### config.mk
export PLATFORM = sky130hd
export DESIGN_NAME = gnss_response_frame_receiver
export DESIGN_NICKNAME = d
export VERILOG_FILES = /design/src/sv/grfr_pkg.sv /design/src/sv/gnss_response_frame_receiver.sv
export VERILOG_INCLUDE_DIRS = /design/src /design/src/sv
export SDC_FILE = /design/constraint.sdc
export NUM_CORES = 1
export LEC_CHECK = 0
export BUFFER_PORTS_ARGS = -buffer_cell sky130_fd_sc_hd__buf_4
export CORE_MARGIN = 4
export CORE_UTILIZATION = 45
export CTS_CLUSTER_SIZE = 24
export DETAILED_ROUTE_END_ITERATION = 8
export HOLD_SLACK_MARGIN = 0.02
export PLACE_DENSITY = 0.7
export SETUP_SLACK_MARGIN = 0.5
export SKIP_LAST_GASP = 1
export SYNTH_ARGS = -nofsm -noshare
export SYNTH_HDL_FRONTEND = slang
export SYNTH_SLANG_ARGS = --single-unit
### constraint.sdc
create_clock -name clk -period 9.24 [get_ports clk]
set_clock_uncertainty 0.1 [all_clocks]
set_input_delay 0.924 -clock clk [delete_from_list [all_inputs] [get_ports clk]]
set_output_delay 0.924 -clock clk [all_outputs]
set_load 0.005 [all_outputs]
### src/sv/gnss_response_frame_receiver_macros.svh
// Assertion macros for the response frame receiver.
`ifndef GNSS_RESPONSE_FRAME_RECEIVER_MACROS_SVH
`define GNSS_RESPONSE_FRAME_RECEIVER_MACROS_SVH
`ifndef ASSERT_OFF
// Same-cycle implication, sampled on clk, off during rst.
`define ASSERT_IMPL(lbl, a, b) \
  lbl: assert property (@(posedge clk) disable iff (rst) (a) |-> (b)) \
    else $error("assertion failed");
// Next-cycle implication, sampled on clk, off during rst.
`define ASSERT_NEXT(lbl, a, b) \
  lbl: assert property (@(posedge clk) disable iff (rst) (a) |=> (b)) \
    else $error("assertion failed");
`else
`define ASSERT_IMPL(lbl, a, b)
`define ASSERT_NEXT(lbl, a, b)
`endif
`endif

### src/sv/grfr_pkg.sv
// Types and constants of the response frame receiver.
package grfr_pkg;

  typedef enum logic [2:0] {
    PH_IDLE    = 3'd0,
    PH_HUNT    = 3'd1,
    PH_LEN_HI  = 3'd2,
    PH_LEN_LO  = 3'd3,
    PH_PAYLOAD = 3'd4,
    PH_TRAILER = 3'd5
  } phase_t;

  localparam logic [1:0] MODE_BYTE = 2'd0;
  localparam logic [1:0] MODE_TICK = 2'd1;
  localparam logic [1:0] MODE_ARM  = 2'd2;

  localparam logic [1:0] KIND_DATA    = 2'd0;
  localparam logic [1:0] KIND_DONE    = 2'd1;
  localparam logic [1:0] KIND_TIMEOUT = 2'd2;

  localparam logic [1:0] CFG_TIMEOUT     = 2'd0;
  localparam logic [1:0] CFG_SYNC_FIRST  = 2'd1;
  localparam logic [1:0] CFG_SYNC_SECOND = 2'd2;

  localparam logic [15:0] TIMEOUT_RESET     = 16'd1000;
  localparam logic [7:0]  SYNC_FIRST_RESET  = 8'hA0;
  localparam logic [7:0]  SYNC_SECOND_RESET = 8'hA1;

  localparam logic [15:0] TRAILER_BYTES = 16'd3;
  localparam logic [16:0] ELAPSED_MAX   = 17'h1FFFF;

endpackage

### src/sv/gnss_response_frame_receiver.sv
// Top level of the length-prefixed response frame receiver.
//
//  channel | signals                                  | dir
//  --------+------------------------------------------+-----
//  in      | in_valid, in_ready, mode, rx_byte         | in
//  out     | out_valid, out_ready, kind, data_byte,    | out
//          | reported_count, last                      |
//  cfg     | cfg_valid, cfg_ready, cfg_index, cfg_data | in
//
// One item per cycle sustained while the output is not stalled; a result goes
// through the input register, then the result register, to the output.
// The next-state logic for the phase and timer decides the rate: one pass.
// rst is synchronous: phase idle, counters zero, registers at reset values.
// A stalled output holds the input stage; in_ready is high while the stage is empty or advancing.
// cfg_ready is always high; indexes beyond the list are ignored.
module gnss_response_frame_receiver
  import grfr_pkg::*;
(
  input  logic        clk,
  input  logic        rst,
  input  logic        in_valid,
  output logic        in_ready,
  input  logic [1:0]  mode,
  input  logic [7:0]  rx_byte,
  output logic        out_valid,
  input  logic        out_ready,
  output logic [1:0]  kind,
  output logic [7:0]  data_byte,
  output logic [16:0] reported_count,
  output logic        last,
  input  logic        cfg_valid,
  output logic        cfg_ready,
  input  logic [1:0]  cfg_index,
  input  logic [15:0] cfg_data
);

  `include "gnss_response_frame_receiver_macros.svh"

  logic [15:0] timeout_ticks;
  logic [7:0]  sync_first;
  logic [7:0]  sync_second;

  logic        stage_valid;
  logic [1:0]  stage_mode;
  logic [7:0]  stage_byte;

  phase_t      phase, phase_next;
  logic [7:0]  previous_byte, previous_byte_next;
  logic [15:0] frame_length, frame_length_next;
  logic [15:0] bytes_seen, bytes_seen_next;
  logic [16:0] elapsed_ticks, elapsed_ticks_next;

  logic        res_valid;
  logic [1:0]  res_kind;
  logic [7:0]  res_data;
  logic [16:0] res_count;
  logic        res_last;

  logic        advance;
  logic [16:0] elapsed_inc;
  logic [16:0] timeout_ext;
  logic [15:0] seen_inc;
  logic [15:0] len_merged;

  assign advance   = stage_valid && (!out_valid || out_ready);
  assign in_ready  = !stage_valid || advance;
  assign cfg_ready = 1'b1;

  assign timeout_ext = {1'b0, timeout_ticks};
  assign elapsed_inc = (elapsed_ticks == ELAPSED_MAX) ? elapsed_ticks
                                                      : elapsed_ticks + 17'd1;
  assign seen_inc    = bytes_seen + 16'd1;
  assign len_merged  = frame_length | {8'h00, stage_byte};

  always_comb begin
    phase_next         = phase;
    previous_byte_next = previous_byte;
    frame_length_next  = frame_length;
    bytes_seen_next    = bytes_seen;
    elapsed_ticks_next = elapsed_ticks;
    res_valid          = 1'b0;
    res_kind           = KIND_DATA;
    res_data           = 8'h00;
    res_count          = 17'd0;
    res_last           = 1'b0;
    case (stage_mode)
      MODE_ARM: begin
        previous_byte_next = 8'h00;
        frame_length_next  = 16'h0000;
        bytes_seen_next    = 16'h0000;
        elapsed_ticks_next = 17'd0;
        phase_next         = PH_HUNT;
      end
      MODE_TICK: begin
        if (phase != PH_IDLE) begin
          elapsed_ticks_next = elapsed_inc;
          // hunt fails on reaching the limit, later phases on passing it
          if ((phase == PH_HUNT) ? (elapsed_inc >= timeout_ext)
                                 : (elapsed_inc > timeout_ext)) begin
            phase_next = PH_IDLE;
            res_valid  = 1'b1;
            res_kind   = KIND_TIMEOUT;
            res_last   = 1'b1;
          end
        end
      end
      MODE_BYTE: begin
        case (phase)
          PH_HUNT: begin
            if (elapsed_ticks >= timeout_ext) begin
              phase_next = PH_IDLE;
              res_valid  = 1'b1;
              res_kind   = KIND_TIMEOUT;
              res_last   = 1'b1;
            end else if (stage_byte == sync_second && previous_byte == sync_first) begin
              phase_next         = PH_LEN_HI;
              elapsed_ticks_next = 17'd0;
            end else begin
              previous_byte_next = stage_byte;
            end
          end
          PH_LEN_HI: begin
            frame_length_next = {stage_byte, 8'h00};
            phase_next        = PH_LEN_LO;
          end
          PH_LEN_LO: begin
            frame_length_next  = len_merged;
            bytes_seen_next    = 16'h0000;
            elapsed_ticks_next = 17'd0;
            phase_next         = (len_merged == 16'h0000) ? PH_TRAILER : PH_PAYLOAD;
          end
          PH_PAYLOAD: begin
            bytes_seen_next = seen_inc;
            if (seen_inc >= frame_length) begin
              bytes_seen_next = 16'h0000;
              phase_next      = PH_TRAILER;
            end
            res_valid = 1'b1;
            res_kind  = KIND_DATA;
            res_data  = stage_byte;
          end
          PH_TRAILER: begin
            // checksum and end bytes are counted, not checked
            bytes_seen_next = seen_inc;
            if (seen_inc >= TRAILER_BYTES) begin
              bytes_seen_next = 16'h0000;
              phase_next      = PH_IDLE;
              res_valid       = 1'b1;
              res_kind        = KIND_DONE;
              res_count       = {1'b0, frame_length} + 17'd1;
              res_last        = 1'b1;
            end
          end
          default: begin
          end
        endcase
      end
      default: begin
      end
    endcase
  end

  always_ff @(posedge clk) begin
    if (rst) begin
      timeout_ticks <= TIMEOUT_RESET;
      sync_first    <= SYNC_FIRST_RESET;
      sync_second   <= SYNC_SECOND_RESET;
    end else if (cfg_valid && cfg_ready) begin
      case (cfg_index)
        CFG_TIMEOUT:     timeout_ticks <= cfg_data;
        CFG_SYNC_FIRST:  sync_first    <= cfg_data[7:0];
        CFG_SYNC_SECOND: sync_second   <= cfg_data[7:0];
        default: begin
        end
      endcase
    end
  end

  always_ff @(posedge clk) begin
    if (rst) begin
      stage_valid <= 1'b0;
    end else if (in_valid && in_ready) begin
      stage_valid <= 1'b1;
    end else if (advance) begin
      stage_valid <= 1'b0;
    end
    if (in_valid && in_ready) begin
      stage_mode <= mode;
      stage_byte <= rx_byte;
    end
  end

  always_ff @(posedge clk) begin
    if (rst) begin
      phase         <= PH_IDLE;
      previous_byte <= 8'h00;
      frame_length  <= 16'h0000;
      bytes_seen    <= 16'h0000;
      elapsed_ticks <= 17'd0;
    end else if (advance) begin
      phase         <= phase_next;
      previous_byte <= previous_byte_next;
      frame_length  <= frame_length_next;
      bytes_seen    <= bytes_seen_next;
      elapsed_ticks <= elapsed_ticks_next;
    end
  end

  always_ff @(posedge clk) begin
    if (rst) begin
      out_valid <= 1'b0;
    end else if (advance && res_valid) begin
      out_valid <= 1'b1;
    end else if (out_ready) begin
      out_valid <= 1'b0;
    end
    if (advance && res_valid) begin
      kind           <= res_kind;
      data_byte      <= res_data;
      reported_count <= res_count;
      last           <= res_last;
    end
  end

  `ASSERT_IMPL(a_end_is_last, out_valid && kind != KIND_DATA, last)
  `ASSERT_IMPL(a_data_no_count, out_valid && kind == KIND_DATA, reported_count == 17'd0 && !last)
  `ASSERT_NEXT(a_last_goes_idle, advance && res_valid && res_last, phase == PH_IDLE)
  `ASSERT_IMPL(a_trailer_bound, phase == PH_TRAILER, bytes_seen < TRAILER_BYTES)
  `ASSERT_NEXT(a_stall_holds_stage, stage_valid && !advance, stage_valid && $stable(stage_mode))

endmodule
* Yosys cells after proc, flatten, opt, wreduce, memory -nomap -nowiden
Index checks and enable logic that the tools add are counted.
** Operators by class
- Add/sub/neg operators :: 3
- $lt $le $gt $ge :: 5
- Equal/unequal tests :: 26
- Multiplexer cells :: 44
- Bitwise operators :: 1
- Reduce and logical (&&, ||, !) cells :: 26
** Operators by type and width (count)
- $pmux W16 S2 :: 3
- $mux W17 :: 4
- $pmux W17 S3 :: 1
- $pmux W16 S3 :: 1
- $ge A17 B16 Y1 :: 2
- $pmux W17 S2 :: 1
- $mux W16 :: 2
- $mux W8 :: 3
- $mux W3 :: 6
- $add A16 B1 Y17 const B :: 1
- $add A17 B1 Y17 const B :: 1
- $eq A17 B17 Y1 const B :: 1
- $gt A17 B16 Y1 :: 1
- $add A16 B1 Y16 const B :: 1
- $eq A8 B8 Y1 :: 2
- $ge A16 B16 Y1 :: 1
- $ge A16 B2 Y1 const B :: 1
- $logic_not A16 Y1 :: 1
- $or A16 B8 Y16 :: 1
- $pmux W8 S2 :: 1
- $pmux W3 S5 :: 1
- $ne A3 B3 Y1 const B :: 4
- $mux W1 :: 11
- $ne A2 B2 Y1 const B :: 5
- 26 further kinds :: 49
** Word-level totals
- Flip-flop bits (word level) :: 132
- Output and inout port bits :: 31
- Word-level logic and storage cells :: 121

* Depth between registers and ports, before layout
Gate-level depths: netlist of the first run.
- Depth after elaboration :: 9
- Depth in mapped cells :: 16
- Depth with buffers taken out :: 16

* Least setup slack after synthesis of the first run
OpenSTA, ideal clock, no wires.
- Path type :: reg-to-reg
- From :: register elapsed_ticks[1]
- To :: register data_byte[0] (enable)
- Arrival time :: 4.255 ns
- Setup slack :: 4.472 ns
- Stages on the path, launching flop included :: 16
- Period minus slack after synthesis :: 4.768 ns
- Cells stage by stage :: dfxtp_1 -> ha_1 -> nand2_1 -> nor2_1 -> nand3_1 -> nor3_1 -> mux2_2 -> ha_1 -> nand4_1 -> nor4_1 -> a211oi_1 -> o21ai_0 -> o21ai_0 -> o21ai_0 -> nor2_1 -> nor2_1
** Between the ends
- Word-level cells in the longest chain between the ends :: 8
** Ends and longest elaborated chain
- start: declaration :: line gnss_response_frame_receiver.sv:51 : logic [16:0] elapsed_ticks, elapsed_ticks_next;
- start signal: assignment :: line gnss_response_frame_receiver.sv:205 : elapsed_ticks <= elapsed_ticks_next;
- $add A17 B1 Y17 or $eq A17 B17 Y1 (tied branches) :: line gnss_response_frame_receiver.sv:71, gnss_response_frame_receiver.sv:70
- $mux W17 :: line gnss_response_frame_receiver.sv:70 : assign elapsed_inc = (elapsed_ticks == ELAPSED_MAX) ? elapsed_ticks
- $gt A17 B16 Y1 or $ge A17 B16 Y1 (tied branches) :: line gnss_response_frame_receiver.sv:99, gnss_response_frame_receiver.sv:98
- $mux W1 (2 in series) :: line gnss_response_frame_receiver.sv:98 : if ((phase == PH_HUNT) ? (elapsed_inc >= timeout_ext)
- $mux W1 :: line gnss_response_frame_receiver.sv:95 : if (phase != PH_IDLE) begin
- $pmux W1 S2 * :: line gnss_response_frame_receiver.sv:86 : case (stage_mode)
- $logic_and A1 B1 Y1 * :: line gnss_response_frame_receiver.sv:217 : if (advance && res_valid) begin
- end signal: assignment :: line gnss_response_frame_receiver.sv:219 : data_byte <= res_data;
- end: declaration :: line gnss_response_frame_receiver.sv:28 : output logic [7:0] data_byte,
Mark *: on every way between the ends. The rest lies on a longest branch, timed or not.
A chain may end at the register's enable or synchronous reset.

* Worst setup path after layout of the first run
- From :: register elapsed_ticks[1]
- To :: register reported_count[16] (enable)
** Between the ends
- Word-level cells in the longest chain between the ends :: 8
** Ends and longest elaborated chain
- $add A17 B1 Y17 or $eq A17 B17 Y1 (tied branches) :: line gnss_response_frame_receiver.sv:71, gnss_response_frame_receiver.sv:70
- $mux W17 :: line gnss_response_frame_receiver.sv:70
- $gt A17 B16 Y1 or $ge A17 B16 Y1 (tied branches) :: line gnss_response_frame_receiver.sv:99, gnss_response_frame_receiver.sv:98
- $mux W1 (2 in series) :: line gnss_response_frame_receiver.sv:98
- $mux W1 :: line gnss_response_frame_receiver.sv:95
- $pmux W1 S2 * :: line gnss_response_frame_receiver.sv:86
- $logic_and A1 B1 Y1 * :: line gnss_response_frame_receiver.sv:217
- end signal: assignment :: line gnss_response_frame_receiver.sv:220 : reported_count <= res_count;
- end: declaration :: line gnss_response_frame_receiver.sv:29 : output logic [16:0] reported_count,
Marked as above.

==> metrics.txt, run 1 <==
status=complete, no violations; final setup margin=4.650 ns; final hold violation count=0; Initial Util=0.4597; Synth Area per Inst=8.886 um2; Total Routed Length=17,960 um; sequential area share after synthesis=0.3951; Pwr Total=1.324 mW; Core ar.=16,640 um2; DIE WIDTH=138.4 um; Worst Max-Slew Pin Slew=0.9318 ns; post-CTS sizing=0; antenna cells=0; CP max FO=27; initial antenna violation count=0; largest net degree at the start of global routing=90; Nets=992; area delta synth->final=14.55%; TritonCTS clock tree=yes; Core Rows=47; Post-synth top flop=dfxtp_1; Die H=138.4 um; CTS Hold Bufs=0; vias in the first global route=6,065; VDD IR-drop max=127.4 uV; vias per std cell=5.584; number of synthesized flops with an enable pin=38; CP required=9.23 ns; Final period util=0.4967; Post-Synthesis Cell Area=7651 um2; syn nets=952; Max clock buf depth=2; CP arrival=4.58 ns; DP Worst Slack=4.715 ns; FMAX=0.2179 GHz; postcts setup bufs=0; minimum clock period=4.590 ns; async set-reset flop share out of synthesis=0; gpl congestion=0.8793; Setup TNS Final=0 ns; final cell count without fillers=1,134; Setup-failing EPs final=0; RSZ-0062 raised after global routing=false; most frequent cells in the layout=109 x nor2_1, 94 x dfxtp_1, 70 x nand2_1; register bit total from synthesis=132; Max Cap Viol=0; Rel. slew slack=0.3788; Die Area=19,150 um2; Worst-path clk slew=0.06 ns; Sink Count=132; CTS buffer count=17; Placed Instances=1,102; Starting DRT DRC Count=457; Worst-Skew Late Latency=0.42 ns; WS Path Type=reg2reg; Buffers on Ports=62; root buf cell=clkbuf_16; commonest non-fill, non-tap cell in the layout=nor2_1; routed vias=6,332; Pwr Density=151.0 nW/um2; DR DRC count=0; Hold WS=0.3585 ns; post-DP HPWL=12,970 um; Total Routing Usage GR=0.1908; Max Slew Vio Count=0; Yosys cell types=67; first-pass GRT wire length=30,220 um; Post-DRT Antenna Nets=0; Cells after Synth=861; layout cells sized above 1=0.1379; drt pass-1 iters=5; worst hold path class=reg2reg; total gr overflow=0; Routed wire per std cell=15.83 um; crit start category=flop; Pleak=3.561 nW; YS warnings=0; Setup crit end kind=flop; CTS H-tree lvls=4; Ports=64
-- layout make-up --
cell class	count	area, um2
fillers	1564	7878
clock buffers	18	429.2
clock inverters	14	128.9
inverters	58	217.7
flip-flops and latches	132	3023
multi-input cells	627	4203
repair buffers	65	488.0
well taps	220	275.3
-- worst max-delay path, stage by stage (launching register included) --
cell and delay (ns):
dfxtp_1 0.40, ha_1 0.24, nand2_1 0.11, nor2_1 0.27, nand3_1 0.17, nor3_1 0.66, mux2_2 0.41, ha_1 0.27
nand4_1 0.12, nor4_1 0.36, a211oi_1 0.12, o21ai_0 0.13, o21ai_0 0.12, o21ai_0 0.19, nor2_1 0.09, nor2_2 0.13
buf_4 0.35
-- cells in the mapped netlist, types with 4 or more instances --
library cell / instances / area share
nand3_1: 30 / 0.020
edfxtp_1: 38 / 0.15
dfxtp_1: 94 / 0.25
mux2i_1: 18 / 0.024
ha_1: 58 / 0.095
nor2b_1: 7 / 0.0057
nand3b_1: 4 / 0.0039
a211o_1: 14 / 0.016
or3b_2: 8 / 0.0092
and3_1: 8 / 0.0065
o41ai_1: 8 / 0.0092
a21oi_1: 59 / 0.039
and2_1: 4 / 0.0033
inv_1: 58 / 0.028
nand4_1: 21 / 0.017
nand2b_1: 7 / 0.0057
a22oi_1: 10 / 0.0098
nand2_1: 70 / 0.034
xnor2_1: 35 / 0.040
o22ai_1: 8 / 0.0065
nor4_1: 17 / 0.014
nor3_1: 15 / 0.0098
buf_4: 5 / 0.0049
xor2_1: 26 / 0.030
o21ai_0: 17 / 0.011
buf_2: 6 / 0.0039
clkbuf_1: 27 / 0.013
nor2_1: 110 / 0.054
a211oi_1: 15 / 0.015
a21o_1: 8 / 0.0078
-- report_power, final --
part / internal [mW] / switching, mW
sequential: 0.603 / 0.0101
combinational: 0.0297 / 0.0444
clock: 0.372 / 0.264
-- registers in the layout (all words and copies together) (netlist names) --
register and flops:
stage_byte 8, last 1, stage_mode 2, elapsed_ticks 17, out_valid 1, timeout_ticks 16
bytes_seen 16, sync_first 8, frame_length 16, previous_byte 8, stage_valid 1, data_byte 8
reported_count 17, sync_second 8, phase 3, kind 2
-- final timing paths --
kind | depth (start not counted) | start | slack [ns] | end
setup reg to reg | 16 | elapsed_ticks[1]$_SDFFE_PP0P_ | 4.65 | reported_count[16]$_SDFFCE_PN0P_
hold / removal | 2 | timeout_ticks[13]$_SDFFE_PP0P_ | 0.36 | timeout_ticks[13]$_SDFFE_PP0P_
setup / recovery | 16 | elapsed_ticks[1]$_SDFFE_PP0P_ | 4.65 | reported_count[16]$_SDFFCE_PN0P_
hold reg to reg | 2 | timeout_ticks[13]$_SDFFE_PP0P_ | 0.36 | timeout_ticks[13]$_SDFFE_PP0P_
-- stage by stage --
step / area [um2] / util
6_report: 8765 / 0.5267
2_1_floorplan: 7651 / -
4_1_cts: 8765 / 0.5267
3_5_place_dp: 8207 / 0.4931
5_1_grt: 8765 / 0.5267
3_3_place_gp: 8207 / 0.4931
-- metal layers --
layer	global-route usage	wire length [um]	part of all wire	vias to the layer above
met5	0	0	0	-
met4	0.06084	334	0.019	0
met3	0.03902	932	0.052	30
met2	0.3207	8751	0.49	182
met1	0.2473	7938	0.44	2974
li1	-	-	-	3146
-- cells by family after synthesis --
| kind of cell | share of synthesized area |
|---|---|
| other cells | 0.0004901 |
| flops | 0.3951 |
| buf+inv | 0.05658 |
| mux | 0.02502 |
| xor+xnor | 0.06983 |
| fa+ha+maj | 0.09485 |
| simple gates | 0.2092 |
| compound gates | 0.1490 |
Note: power is estimated with default switching activity, not from simulation.
==> inputs of run 2 (changes only) <==
- PLACE_DENSITY: 0.7 -> 0.72
- clock period: 9.24 -> 4.1 ns (I/O delays scaled with it)
==> run 2 against run 1 <==
  * Die area unchanged
  * Clock power increased by 120%
  * Total power grew 120%
  * Worst setup slack lost 4.2 ns
  * Core utilization up 4.8 points
  * Wire length up 13%
  * Final area up 9.0%
==> metrics.txt, run 2 (synthesis results as in run 1) <==
status=complete, no violations; final hold violation count=0 (unchanged); total gr overflow=0 (unchanged); Setup crit end kind=flop; area delta synth->final=24.89%; Pwr Density=310.7 nW/um2 (+110%); initial antenna violation count=0 (unchanged); Rel. slew slack=0.3652 (-0.01359); routing usage on met2=0.3286 (+0.007965); CTS buffer count=17 (unchanged); Total Routed Length=20,200 um (+13%); met1 Use GR=0.2472 (about the same); WS Path Type=reg2reg; Sink Count=132 (unchanged); most frequent cells in the layout=103 x buf_4, 101 x nor2_1, 70 x dfxtp_1; crit path launch=elapsed_ticks[1]$_SDFFE_PP0P_; vias per std cell=5.595 (+0.20%); Setup-failing EPs final=0 (unchanged); DIE WIDTH=138.4 um (unchanged); CP arrival=3.73 ns (-0.85 ns); Hold WS=0.06195 ns (-0.2965 ns); Total Routing Usage GR=0.1987 (+0.007951); Ports=64 (unchanged); drt pass-1 iters=5 (unchanged); first-pass GRT wire length=31,530 um (+4.3%); routed vias=6,602 (+4.3%); Die Area=19,150 um2 (unchanged); Max clock buf depth=2 (unchanged); commonest non-fill, non-tap cell in the layout=buf_4; CTS Hold Bufs=0 (unchanged); Worst-Skew Late Latency=0.42 ns (about the same); layout cells sized above 1=0.2458 (+0.1080); largest net degree at the start of global routing=90 (unchanged); Nets=1,038 (+4.6%); Final period util=0.8889 (+0.3922); Max Cap Viol=0 (unchanged); Pwr Total=2.969 mW (+120%); worst hold path class=in2reg; post-DP HPWL=13,420 um (+3.5%); Worst Max-Slew Pin Slew=0.9521 ns (+0.02038 ns); Initial Util=0.4597 (unchanged); met3 Usage GRT=0.04627 (+0.007251); minimum clock period=3.644 ns (-0.9453 ns); Pleak=3.878 nW (+8.9%); GRT busiest layer=met2; Worst-path clk slew=0.06 ns (about the same); DR DRC count=0 (unchanged); VDD IR-drop max=268.9 uV (+110%); Die H=138.4 um (unchanged); HP Start=rx_byte[1]; vias in the first global route=6,283 (+3.6%); Starting DRT DRC Count=569 (+25%); CTS H-tree lvls=4 (unchanged); root buf cell=clkbuf_16; gpl congestion=0.8688 (-1.2%); crit start category=flop; Max Slew Vio Count=0 (unchanged); Setup TNS Final=0 ns (unchanged); R2R Path Start=elapsed_ticks[1]$_SDFFE_PP0P_; Final Util=0.5742 (+0.04751); TritonCTS clock tree=yes; CP max FO=7 (-74%); Buffers on Ports=62 (unchanged); CP required=4.18 ns (-5.05 ns); Regs by FF count=elapsed_ticks: 17 flops, reported_count: 17 flops; RSZ-0062 raised after global routing=true; Core Rows=47 (unchanged); antenna cells=0 (unchanged); FMAX=0.2744 GHz (+26%); Routed wire per std cell=17.12 um (+8.1%); Fill cells=1,424 (-9.0%); Post-DRT Antenna Nets=0 (unchanged); Core ar.=16,640 um2 (unchanged)
-- run 2: cell count changes in the layout (fill, tap and decap cells not counted), moves of 4 or more --
cell	before	now
nand2_2	0	4
dfxtp_1	94	70
dfxtp_2	0	11
nor2_1	109	101
buf_6	0	4
ha_1	58	53
ha_4	0	4
dfxtp_4	0	13
nor2_4	0	7
buf_4	65	103
nand2_1	70	64
o21ai_0	17	12
o21ai_2	1	6
-- run 2: path summary, 6_finish.rpt --
kind / slack [ns] / end / cells past startpoint
worst max-delay path: 0.46 / kind[1]$_DFFE_PP_ / 17
worst max register to register: 0.46 / kind[1]$_DFFE_PP_ / 17
worst min-delay path: 0.06 / stage_byte[1]$_DFFE_PP_ / 1
worst min register to register: 0.36 / timeout_ticks[10]$_SDFFE_PP0P_ / 2
-- run 2: report_power, final --
part	switching, mW	internal (mW)	total (mW)
Combinational	0.103	0.0690	0.172
Sequential	0.0228	1.35	1.37
Clock	0.587	0.836	1.42
Total	0.713	2.26	2.97
-- run 2: final cells by class --
| type | instances | area, um2 | area share |
|---|---|---|---|
| well taps | 220 | 275.3 | 0.02881 |
| flip-flops and latches | 132 | 3085 | 0.3229 |
| clock buffers | 20 | 436.7 | 0.04570 |
| repair buffers | 110 | 883.3 | 0.09244 |
| inverters | 58 | 217.7 | 0.02278 |
| multi-input cells | 628 | 4547 | 0.4758 |
| clock inverters | 12 | 110.1 | 0.01152 |
-- run 2: per-stage QoR --
step                      std cells  worst slack, ns  cell area [um2]
after global placement         1109           0.2670             8382
after detailed placement       1109          0.09680             8382
after floorplan                 861           0.4576             7764
after global routing           1180           0.2722             9555
final                          1180           0.4555             9555
after CTS                      1166           0.4889             9310
-- run 2: critical path: stages, from the launching register on --
cell,delay [ns]
dfxtp_4,0.37
ha_4,0.16
nand2_4,0.07
nor2_4,0.21
nand3_4,0.12
nor3_4,0.23
buf_6,0.14
mux2_4,0.31
ha_4,0.26
nand4_1,0.12
nor4_2,0.33
o21bai_4,0.20
o21ai_2,0.10
o21ai_2,0.16
o21ai_2,0.09
nor2_2,0.17
nor2_4,0.08
clkbuf_16,0.18
-- run 2: repair_timing --
action                                  in CTS  in global routing
pin swaps                                   23                 20
setup buffers                               24                 12
gates resized for setup                     52                 30
cloned                                       1                  2
endpoints found under the setup margin      48                 49
-- run 2: routing by layer --
metal	up-vias	share of wire
li1	3245	-
met1	3137	0.43
met2	173	0.49
met3	47	0.041
met4	0	0.034
met5	-	0
==> inputs of run 3 (changes only) <==
- PLACE_DENSITY: 0.72 -> 0.65
==> run 3 against run 2 <==
  * Core utilization up 2.2 points
  * Sequential cell count unchanged
  * Count of clock-buffer cells in the layout decreased by 2
  * Die area unchanged
  * Clock power increased by 5%
  * Wire length up 2.8%
  * Hold slack worse by 0.0082 ns
  * First-iteration DRC count is 18% lower
  * Sequential power barely moved
  * Register-to-register slack gained 0.04 ns
  * Via count up 1.8%
  * Critical endpoint is now data_byte[3]$_SDFFCE_PN0P_
==> metrics.txt, run 3 (synthesis results as in run 1) <==
status=complete, no violations; Starting DRT DRC Count=466 (-18%); Die Area=19,150 um2 (unchanged); vias per std cell=5.561 (-0.61%); CP required=4.15 ns (-0.03 ns); layout cells sized above 1=0.2791 (+0.03324); Nets=1,067 (+2.8%); CP max FO=7 (unchanged); final hold violation count=0 (unchanged); DR DRC count=0 (unchanged); design area=9916 um2 (+3.8%); first-pass GRT wire length=32,510 um (+3.1%); Die H=138.4 um (unchanged); total gr overflow=0 (unchanged); FMAX=0.2772 GHz (+1.0%); Sink Count=132 (unchanged); Max Cap Viol=0 (unchanged); Core Rows=47 (unchanged); Pleak=4.055 nW (+4.6%); Post-DRT Antenna Nets=0 (unchanged); Setup crit end kind=flop; Core ar.=16,640 um2 (unchanged); CP arrival=3.66 ns (-0.07 ns); Buffers on Ports=62 (unchanged); Max clock buf depth=2 (unchanged); Initial Util=0.4597 (unchanged); Routed wire per std cell=17.17 um (+0.30%); Crit path buffers/inverters=2 (unchanged); routed vias=6,723 (+1.8%); slowest cell on the critical path=dfxtp_4; CTS buffer count=17 (unchanged); drt pass-1 iters=6 (+1); Final period util=0.8798 (-0.009056); DIE WIDTH=138.4 um (unchanged); VDD IR-drop max=283.8 uV (+5.5%); antenna cells=0 (unchanged); Ports=64 (unchanged); vias in the first global route=6,390 (+1.7%); RSZ-0062 raised after global routing=true; area delta synth->final=29.60%; largest stage delay on the critical path=0.36 ns (about the same); CTS H-tree lvls=4 (unchanged); Worst Max-Slew Pin Slew=0.9411 ns (-0.01104 ns); initial antenna violation count=0 (unchanged); Max Slew Vio Count=0 (unchanged); worst hold path class=in2reg; post-DP HPWL=13,630 um (+1.5%); TritonCTS clock tree=yes; commonest non-fill, non-tap cell in the layout=buf_4; Area after DPL=8389 um2 (about the same); WS Path Type=reg2reg; critical path cell sequence=nand4_1, buf_4, nor2_4, a31o_4, nor2_4, nand2_1, xnor2_1, ha_1, nand4_1, nor4_2, o21bai_4, nor4_4, o21ai_1, o21ai_2, nor2_2, nor2_4, clkbuf_16; Rel. slew slack=0.3726 (+0.007363); minimum clock period=3.607 ns (-0.03713 ns); Regs by FF count=elapsed_ticks: 17 flops, reported_count: 17 flops; Total Routed Length=20,760 um (+2.8%); CTS Hold Bufs=0 (unchanged); Total Routing Usage GR=0.2073 (+0.008540); largest net degree at the start of global routing=90 (unchanged); crit-path most repeated cell=nor2_4; root buf cell=clkbuf_16; Fill cells=1,454 (+2.1%); crit start category=flop; gpl congestion=0.9056 (+4.2%); Crit path max-delay family=simple AND/OR/NAND/NOR gates; Worst-path clk slew=0.06 ns (about the same); Pwr Density=306.3 nW/um2 (-1.4%); Setup-failing EPs final=0 (unchanged); Worst-Skew Late Latency=0.43 ns (about the same); Setup TNS Final=0 ns (unchanged); most frequent cells in the layout=122 x buf_4, 101 x nor2_1, 71 x dfxtp_1
## run 3: changes by cell type in the layout (fill, tap and decap cells not counted), moves of 4 or more
cell | previous run | this run
buf_6 | 4 | 14
a22oi_2 | 1 | 5
dfxtp_2 | 11 | 6
nand2_2 | 4 | 0
inv_6 | 3 | 7
buf_4 | 103 | 122
a22oi_1 | 9 | 5
dfxtp_4 | 13 | 17
## run 3: routing by layer
metal | GRT usage | up-vias | wire length, um
met5 | 0 | - | 0
met4 | 0.07228 | 0 | 506
met2 | 0.3533 | 179 | 10340
met1 | 0.2605 | 3193 | 8909
met3 | 0.04454 | 45 | 1008
li1 | - | 3306 | -
## run 3: repair_timing
action                     CTS  global route
pin swaps                   28            27
buffers inserted            47            16
gates cloned                 2             2
gates resized for setup     53            56
setup endpoints to repair   48            51
## run 3: power by group
part	internal [mW]	switching, mW	total, mW	leakage, nW
clock	0.851	0.638	1.49	0.275
sequential	1.35	0.0242	1.37	1.07
combinational	0.0711	0.105	0.176	2.71
## run 3: cell type report
cell class              instances  area, um2  area share
well taps                     220      275.3     0.02776
clock buffers                  18      429.2     0.04328
clock inverters                14      140.1     0.01413
multi-input cells             628       4616      0.4655
flip-flops and latches        132       3094      0.3121
inverters                      58      217.7     0.02196
repair buffers                139       1144      0.1153
## run 3: worst paths after layout
check                             endpoint  cells after the start                     startpoint  slack [ns]
max             data_byte[3]$_SDFFCE_PN0P_                     17  elapsed_ticks[8]$_SDFFE_PP0P_        0.49
min                stage_byte[6]$_DFFE_PP_                      1                     rx_byte[6]        0.05
max reg2reg     data_byte[3]$_SDFFCE_PN0P_                     17  elapsed_ticks[8]$_SDFFE_PP0P_        0.49
min reg2reg  timeout_ticks[4]$_SDFFE_PP0P_                      2  timeout_ticks[4]$_SDFFE_PP0P_        0.36
## run 3: stage by stage
step	hold slack [ns]	instances	setup WS, ns	utilization	power, mW
global route	0.03898	1209	0.3340	0.5958	3.141
global placement	0.3447	1110	0.2908	0.5041	1.578
detailed placement	0.3475	1110	0.1967	0.5041	1.579
floorplan	0.3363	861	0.4576	-	1.514
CTS	0.04456	1191	0.5014	0.5735	3.052
finish	0.05371	1209	0.4927	0.5958	3.037
